**src/sv/piea_pkg.sv**
```systemverilog
// ----------------------------------------------------------------------------
// piea_pkg
// Shared constants, codes and the command bundle of the insert/erase array.
// ----------------------------------------------------------------------------
package piea_pkg;

  localparam int DEPTH     = 16;
  localparam int WORD_BITS = 32;
  localparam int IDX_W     = $clog2(DEPTH);
  localparam int CNT_W     = $clog2(DEPTH + 1);

  // opcodes
  localparam logic OP_INSERT = 1'b0;
  localparam logic OP_ERASE  = 1'b1;

  // result status codes
  localparam logic [1:0] ST_OK      = 2'd0;
  localparam logic [1:0] ST_BAD_POS = 2'd1;
  localparam logic [1:0] ST_FULL    = 2'd2;
  localparam logic [1:0] ST_EMPTY   = 2'd3;

  // broadcast to every cell; ins/era only set for a transaction that succeeds
  typedef struct packed {
    logic                 ins;
    logic                 era;
    logic [CNT_W-1:0]     pos;
    logic [WORD_BITS-1:0] value;
  } cell_cmd_t;

endpackage

```
**src/sv/piea_cell.sv**
```systemverilog
// ----------------------------------------------------------------------------
// piea_cell
// One list entry: holds, loads the new word, or takes a neighbour's word.
// ----------------------------------------------------------------------------
module piea_cell (
  input  logic                           clk_i,
  input  logic [piea_pkg::IDX_W-1:0]     idx_i,    // fixed place in the row
  input  piea_pkg::cell_cmd_t            cmd_i,
  input  logic [piea_pkg::WORD_BITS-1:0] left_i,   // entry idx-1
  input  logic [piea_pkg::WORD_BITS-1:0] right_i,  // entry idx+1
  output logic [piea_pkg::WORD_BITS-1:0] data_o
);

  logic [piea_pkg::WORD_BITS-1:0] data_q, data_d;
  logic [piea_pkg::CNT_W-1:0]     idx_ext;

  assign idx_ext = piea_pkg::CNT_W'(idx_i);

  always_comb begin
    data_d = data_q;
    if (cmd_i.ins) begin
      if (idx_ext > cmd_i.pos) begin
        data_d = left_i;
      end else if (idx_ext == cmd_i.pos) begin
        data_d = cmd_i.value;
      end
    end else if (cmd_i.era && (idx_ext >= cmd_i.pos)) begin
      data_d = right_i;
    end
  end

  always_ff @(posedge clk_i) begin
    data_q <= data_d;
  end

  assign data_o = data_q;

endmodule

```
**src/sv/positional_insert_erase_array.sv**
```systemverilog
// Output: the result of each accepted transaction is held in the output register.
// Throughput: one transaction per cycle while the result side takes results;
// every cell shifts in the same cycle, so the row of entry cells sets the rate,
// not the list length.
// Reset: asynchronous, active low; clears the entry count and output valid.
// ----------------------------------------------------------------------------
// positional_insert_erase_array
// Ordered list of signed words held packed from entry 0 in a row of cells.
// Insert places a word at a position and moves later entries up; erase
// takes out the entry at a position and moves later entries down.
// ----------------------------------------------------------------------------
module positional_insert_erase_array (
  input  logic        clk_i,
  input  logic        rst_ni,
  // input stream
  input  logic        s_axis_tvalid,
  output logic        s_axis_tready,
  input  logic [39:0] s_axis_tdata,   // [4:0] position, [36:5] value, rest zero
  input  logic [0:0]  s_axis_tuser,   // [0] opcode
  // result stream
  output logic        m_axis_tvalid,
  input  logic        m_axis_tready,
  output logic [39:0] m_axis_tdata,   // [31:0] removed_value, [36:32] count_after
  output logic [1:0]  m_axis_tuser    // [1:0] status
);

  localparam int CW = piea_pkg::CNT_W;
  localparam int WB = piea_pkg::WORD_BITS;

  // --------------------------------------------------------------------------
  // Input decode
  // --------------------------------------------------------------------------
  logic          in_op;
  logic [CW-1:0] in_pos;
  logic [WB-1:0] in_value;
  logic          s_fire;

  assign in_op    = s_axis_tuser[0];
  assign in_pos   = s_axis_tdata[CW-1:0];
  // 32-bit value field, sign-extended to the stored word width
  assign in_value = WB'($signed(s_axis_tdata[CW +: 32]));

  // Output register parts the two sides: a new transaction is taken whenever
  // the held result leaves in the same cycle or none is held.
  assign s_axis_tready = !m_axis_tvalid || m_axis_tready;
  assign s_fire        = s_axis_tvalid && s_axis_tready;

  // --------------------------------------------------------------------------
  // Entry count and result classification
  // --------------------------------------------------------------------------
  logic [CW-1:0] count_q, count_d;
  logic [1:0]    status;
  logic          ins_ok, era_ok;
  logic          is_full;

  assign is_full = (count_q == CW'(piea_pkg::DEPTH));

  always_comb begin
    status = piea_pkg::ST_OK;
    ins_ok = 1'b0;
    era_ok = 1'b0;
    if (in_op == piea_pkg::OP_INSERT) begin
      // position check takes precedence over the full check
      if (in_pos > count_q) begin
        status = piea_pkg::ST_BAD_POS;
      end else if (is_full) begin
        status = piea_pkg::ST_FULL;
      end else begin
        ins_ok = 1'b1;
      end
    end else begin
      if (count_q == '0) begin
        status = piea_pkg::ST_EMPTY;
      end else if (in_pos >= count_q) begin
        status = piea_pkg::ST_BAD_POS;
      end else begin
        era_ok = 1'b1;
      end
    end
  end

  always_comb begin
    count_d = count_q;
    if (s_fire && ins_ok) begin
      count_d = count_q + CW'(1);
    end else if (s_fire && era_ok) begin
      count_d = count_q - CW'(1);
    end
  end

  // --------------------------------------------------------------------------
  // Row of cells: each entry sees both neighbours, the ends see zero
  // --------------------------------------------------------------------------
  piea_pkg::cell_cmd_t cmd;
  logic [WB-1:0]       entry_w [piea_pkg::DEPTH];

  assign cmd.ins   = s_fire && ins_ok;
  assign cmd.era   = s_fire && era_ok;
  assign cmd.pos   = in_pos;
  assign cmd.value = in_value;

  for (genvar g = 0; g < piea_pkg::DEPTH; g++) begin : g_cell
    logic [WB-1:0] left_w, right_w;

    if (g == 0) begin : g_first
      assign left_w = '0;
    end else begin : g_mid_l
      assign left_w = entry_w[g-1];
    end

    if (g == piea_pkg::DEPTH - 1) begin : g_last
      assign right_w = '0;
    end else begin : g_mid_r
      assign right_w = entry_w[g+1];
    end

    piea_cell u_cell (
      .clk_i   (clk_i),
      .idx_i   (piea_pkg::IDX_W'(g)),
      .cmd_i   (cmd),
      .left_i  (left_w),
      .right_i (right_w),
      .data_o  (entry_w[g])
    );
  end

  // Word taken out by an erase: position is below the count, hence in range.
  logic [WB-1:0] removed;

  assign removed = era_ok ? entry_w[in_pos[piea_pkg::IDX_W-1:0]] : '0;

  // --------------------------------------------------------------------------
  // Count and output register
  // --------------------------------------------------------------------------
  logic          out_valid_q, out_valid_d;
  logic [31:0]   out_removed_q;
  logic [1:0]    out_status_q;
  logic [CW-1:0] out_count_q;

  assign out_valid_d = s_fire || (m_axis_tvalid && !m_axis_tready);

  always_ff @(posedge clk_i or negedge rst_ni) begin
    if (!rst_ni) begin
      count_q     <= '0;
      out_valid_q <= 1'b0;
    end else begin
      count_q     <= count_d;
      out_valid_q <= out_valid_d;
    end
  end

  always_ff @(posedge clk_i) begin
    if (s_fire) begin
      out_removed_q <= removed[31:0];
      out_status_q  <= status;
      out_count_q   <= count_d;
    end
  end

  assign m_axis_tvalid = out_valid_q;
  assign m_axis_tdata  = {3'b000, out_count_q, out_removed_q};
  assign m_axis_tuser  = out_status_q;

  // --------------------------------------------------------------------------
  // Assertions
  // --------------------------------------------------------------------------
`ifndef SYNTHESIS
  a_count_range : assert property (@(posedge clk_i) disable iff (!rst_ni)
    count_q <= CW'(piea_pkg::DEPTH))
    else $error("entry count beyond capacity");

  a_insert_grows : assert property (@(posedge clk_i) disable iff (!rst_ni)
    (s_fire && ins_ok) |=> (count_q == $past(count_q) + CW'(1)))
    else $error("successful insert did not grow the list");

  a_empty_erase : assert property (@(posedge clk_i) disable iff (!rst_ni)
    (s_fire && (in_op == piea_pkg::OP_ERASE) && (count_q == '0)) |=>
      (m_axis_tvalid && (m_axis_tuser == piea_pkg::ST_EMPTY) &&
       (m_axis_tdata[31:0] == 32'd0) && (count_q == '0)))
    else $error("erase on empty list not reported as such");
`endif

endmodule

```
**config.mk**
```make
export PLATFORM = sky130hd
export DESIGN_NAME = positional_insert_erase_array
export DESIGN_NICKNAME = d
export VERILOG_FILES = /design/src/sv/piea_pkg.sv /design/src/sv/piea_cell.sv /design/src/sv/positional_insert_erase_array.sv
export SDC_FILE = /design/constraint.sdc
export NUM_CORES = 1
export LEC_CHECK = 0
export BUFFER_PORTS_ARGS = -buffer_cell sky130_fd_sc_hd__buf_2
export CAP_MARGIN = 25
export CORE_MARGIN = 3
export CORE_UTILIZATION = 40
export CTS_CLUSTER_SIZE = 30
export DETAILED_ROUTE_END_ITERATION = 10
export HOLD_SLACK_MARGIN = 0.06
export MAX_ROUTING_LAYER = met4
export PLACE_DENSITY = 0.64
export REMOVE_ABC_BUFFERS = 1
export SYNTH_ARGS = -nofsm -noshare
export SYNTH_HDL_FRONTEND = slang
export SYNTH_SLANG_ARGS = --single-unit
```
**constraint.sdc**
```tcl
create_clock -name clk_i -period 8.1 [get_ports clk_i]
set_input_delay 1.215 -clock clk_i [delete_from_list [all_inputs] [get_ports clk_i]]
set_output_delay 1.215 -clock clk_i [all_outputs]
set_load 0.1 [all_outputs]
```
==> metrics.cfg <==
[worst_setup_path]
max_stage_delay_ns = 0.69
r2r.worst_path.cells = 10
path_delay_family = buffers and inverters
critical_path.reg2reg.startpoint = count_q[2]
r2r_setup_slack_ns = 3.71
worstSetupEndpointType = register
critical_path.reg2reg.endpoint = g_cell[5].u_cell.data_o[9]
critPathKind = in2reg
cp.buffers_inverters = 4
crit_top_cell = buf_4
cp.required_ns = 8.33
crit_path_cell_trace = buf_2 -> ha_1 -> a21oi_1 -> o221ai_1 -> a21oi_4 -> buf_12 -> nor2_4 -> buf_4 -> nor3_2 -> buf_4
timing.critical_path.slowest_stage_cell = nor3_2
crit_path_max_fo = 162
critical_path_data_arrival_time_ns = 5.19
setup.worst_path.start_class = primary input

[synthesis]
ys.flop_type = edfxtp_1
synth_async_reset_ratio_pct = 1.08
yosysWarningCount = 0
synth.ff_latch_count = 557
syn_area_per_cell_um2 = 10.3
fraction_of_the_yosys_area_taken_by_sequential_cells_pct = 51.8
synth.lib_cells_used.distinct = 58
synthesis.instances = 3124
synth_enable_flop_cells = 551
synthesis.area_um2 = 32200

[final_layout]
stdcell_count = 4148
drive_above_1_share_pct = 10.9
finish.net_count = 3106
fill_cells = 7494
most-common-layout-cells = 722 x nand2_1, 551 x edfxtp_1, 487 x mux2i_1, 254 x o21ai_1, 182 x o21ai_0
area_growth_syn_to_layout_pct = 9.96
layout.cells.most_common = nand2_1

[power_and_ir_drop]
power_density_nw_per_um2 = 234
vdd_drop_max_uv = 128
leakagePower_nw = 13.0

[timing]
maxSlewViolCount = 0
finalWorstSetupSlack_ns = 3.14
worst_case_headroom_to_the_max_slew_limit_pct = 26.5
worst_slew_pin_slew_ns = 1.10
report.final.setup_viol = 0
rsz_0062_raised_after_global_routing = false
finalClockSkew_ns = 0.0261
maxClockFrequency_mhz = 201
period_minus_slack_ns = 4.96
final.period_utilization_pct = 61.3
final-hold-violation-count = 0

[die]
chipHeight_um = 290
initial_core_util_pct = 40.6
rows = 103
fp.dieArea_um2 = 84000
fp.coreArea_um2 = 79400
top_level_ports = 89
die_w_um = 290

[route]
via_per_inst = 6.08
routed-via-count = 25200
routed_length_per_placed_instance_um = 25.9
detail_route.first_pass.iterations = 5
post-route-drc-count = 0
drt.antenna.violating_nets = 0
route.final.wire_length_um = 107000
drt_iter0_markers = 3209

[clock_network]
worst_skew_pair.late_latency_ns = 0.61
post_cts.repair.setup_buffers = 0
tritoncts = built
cts.root.buffer_cell = clkbuf_16
clockBufferDepth = 3
cts_buffers = 66
cts_hold_repair.buffers = 0
cts-resized-gates = 0
cts.clk_slew.worst_paths_ns = 0.06
cts.sink_count = 557
clock_tree.htree_level_count = 3

[hold_path]
hp-class = in2async

[place]
port_buffers = 82
dpl_worst_slack_ns = 2.52
dpl.hpwl_um = 60200
place.gp.congestion = 0.818
dpl.cell_count = 4034

[job]
max_cap_viol_count = 0

[global_route]
maximum_number_of_pins_on_one_net_before_global_route_repair = 163
first_global_vias = 23800
grt_overflow_total = 0
grt_antenna_before_repair = 5
wire_length_of_the_first_global_routing_pass_um = 158000
track_usage_pct = 25.4

[run_status]
outcome = completed

## worst max path at each step
stage | start | to | slack [ns] | cells after the start
after floorplan | s_axis_tdata[0] | g_cell[0].u_cell.data_o[0] | -4.48 | 6
final | s_axis_tdata[4] | g_cell[5].u_cell.data_o[9] | 3.14 | 10
after detailed placement | s_axis_tdata[4] | g_cell[5].u_cell.data_o[9] | 2.52 | 10
after CTS | s_axis_tdata[4] | g_cell[5].u_cell.data_o[10] | 3.17 | 10
after global routing | s_axis_tdata[4] | g_cell[5].u_cell.data_o[10] | 2.98 | 10
after global placement | s_axis_tdata[4] | g_cell[5].u_cell.data_o[17] | 2.53 | 10
## metal layers
metal / routed length [um] / share of wire [%] / track usage [%]
met4: 4200 / 3.9 / 9.68
met1: 43900 / 41 / 34.1
met5: 0 / 0 / -
met2: 48800 / 45 / 38.9
met3: 10400 / 9.7 / 4.14
## flip-flops by register name, indices dropped and copies added (netlist names)
name,flops
count_q,5
g_cell.u_cell.data_o,512
m_axis_tuser,2
m_axis_tvalid,1
out_count_q,5
out_removed_q,32
## cell type report
class / instances / area, um2 / share of cell area [%]
Timing Repair Buffer: 146 / 1010 / 2.84
Inverter: 11 / 42.5 / 0.120
Clock inverter: 26 / 215 / 0.607
Clock buffer: 84 / 1790 / 5.05
Tap cell: 1050 / 1310 / 3.71
Antenna cell: 3 / 7.51 / 0.0212
Multi-Input combinational cell: 2271 / 14400 / 40.5
Sequential cell: 557 / 16700 / 47.1
## synth_stat cells, types with 4 or more instances
cell type	number	share of area (%)
nand2_1	723	8.4
edfxtp_1	551	51
mux2i_1	487	15
o21ai_1	254	3.9
o21ai_0	182	2.8
clkbuf_1	137	1.6
nor2_1	131	1.5
a21oi_1	121	1.9
buf_2	112	1.7
a31oi_1	66	1.3
a221oi_1	40	1.1
a211oi_1	29	0.68
mux2_2	29	1.0
buf_6	24	0.84
nor2b_1	20	0.39
a22oi_1	18	0.42
mux4_2	18	1.3
and3_1	16	0.31
o2bb2ai_1	16	0.43
a22o_1	15	0.41
o22ai_1	10	0.19
inv_1	9	0.10
o211ai_1	9	0.21
ha_1	8	0.31
nor3_1	8	0.12
buf_1	7	0.082
buf_4	7	0.16
dfrtp_1	6	0.47
a311o_1	5	0.16
a21oi_2	4	0.11
and2_1	4	0.078
nand2b_1	4	0.078
nand3_1	4	0.062
nor3b_1	4	0.093
o221ai_1	4	0.11
o311a_1	4	0.12
xnor2_1	4	0.11
## report_power, final
part / switching (mW) / internal [mW] / leakage, nW
sequential: 0.135 / 3.49 / 5.11
combinational: 1.28 / 0.502 / 6.94
clock: 1.23 / 1.65 / 0.975
## kinds of logic after synthesis
group	synth area share, %
mux	17.4
compound gates	14.4
buf+inv	4.55
other cells	0.0116
flops	51.8
fa+ha+maj	0.311
simple gates	11.5
xor+xnor	0.109
## metrics by stage
stage          instance area, um2  TNS [ns]  utilization (%)  hold slack [ns]  total power [mW]
3_3_place_gp                33400         0             42.1            0.526              5.39
3_5_place_dp                33400         0             42.1            0.539              5.43
5_1_grt                     35400         0             44.6            0.419              8.59
2_1_floorplan               30800  -3140.89                -            0.516              4.94
6_report                    35400         0             44.6            0.416              8.29
4_1_cts                     35400         0             44.6            0.400              8.30
No activity file was read; power rests on OpenSTA's default activity.
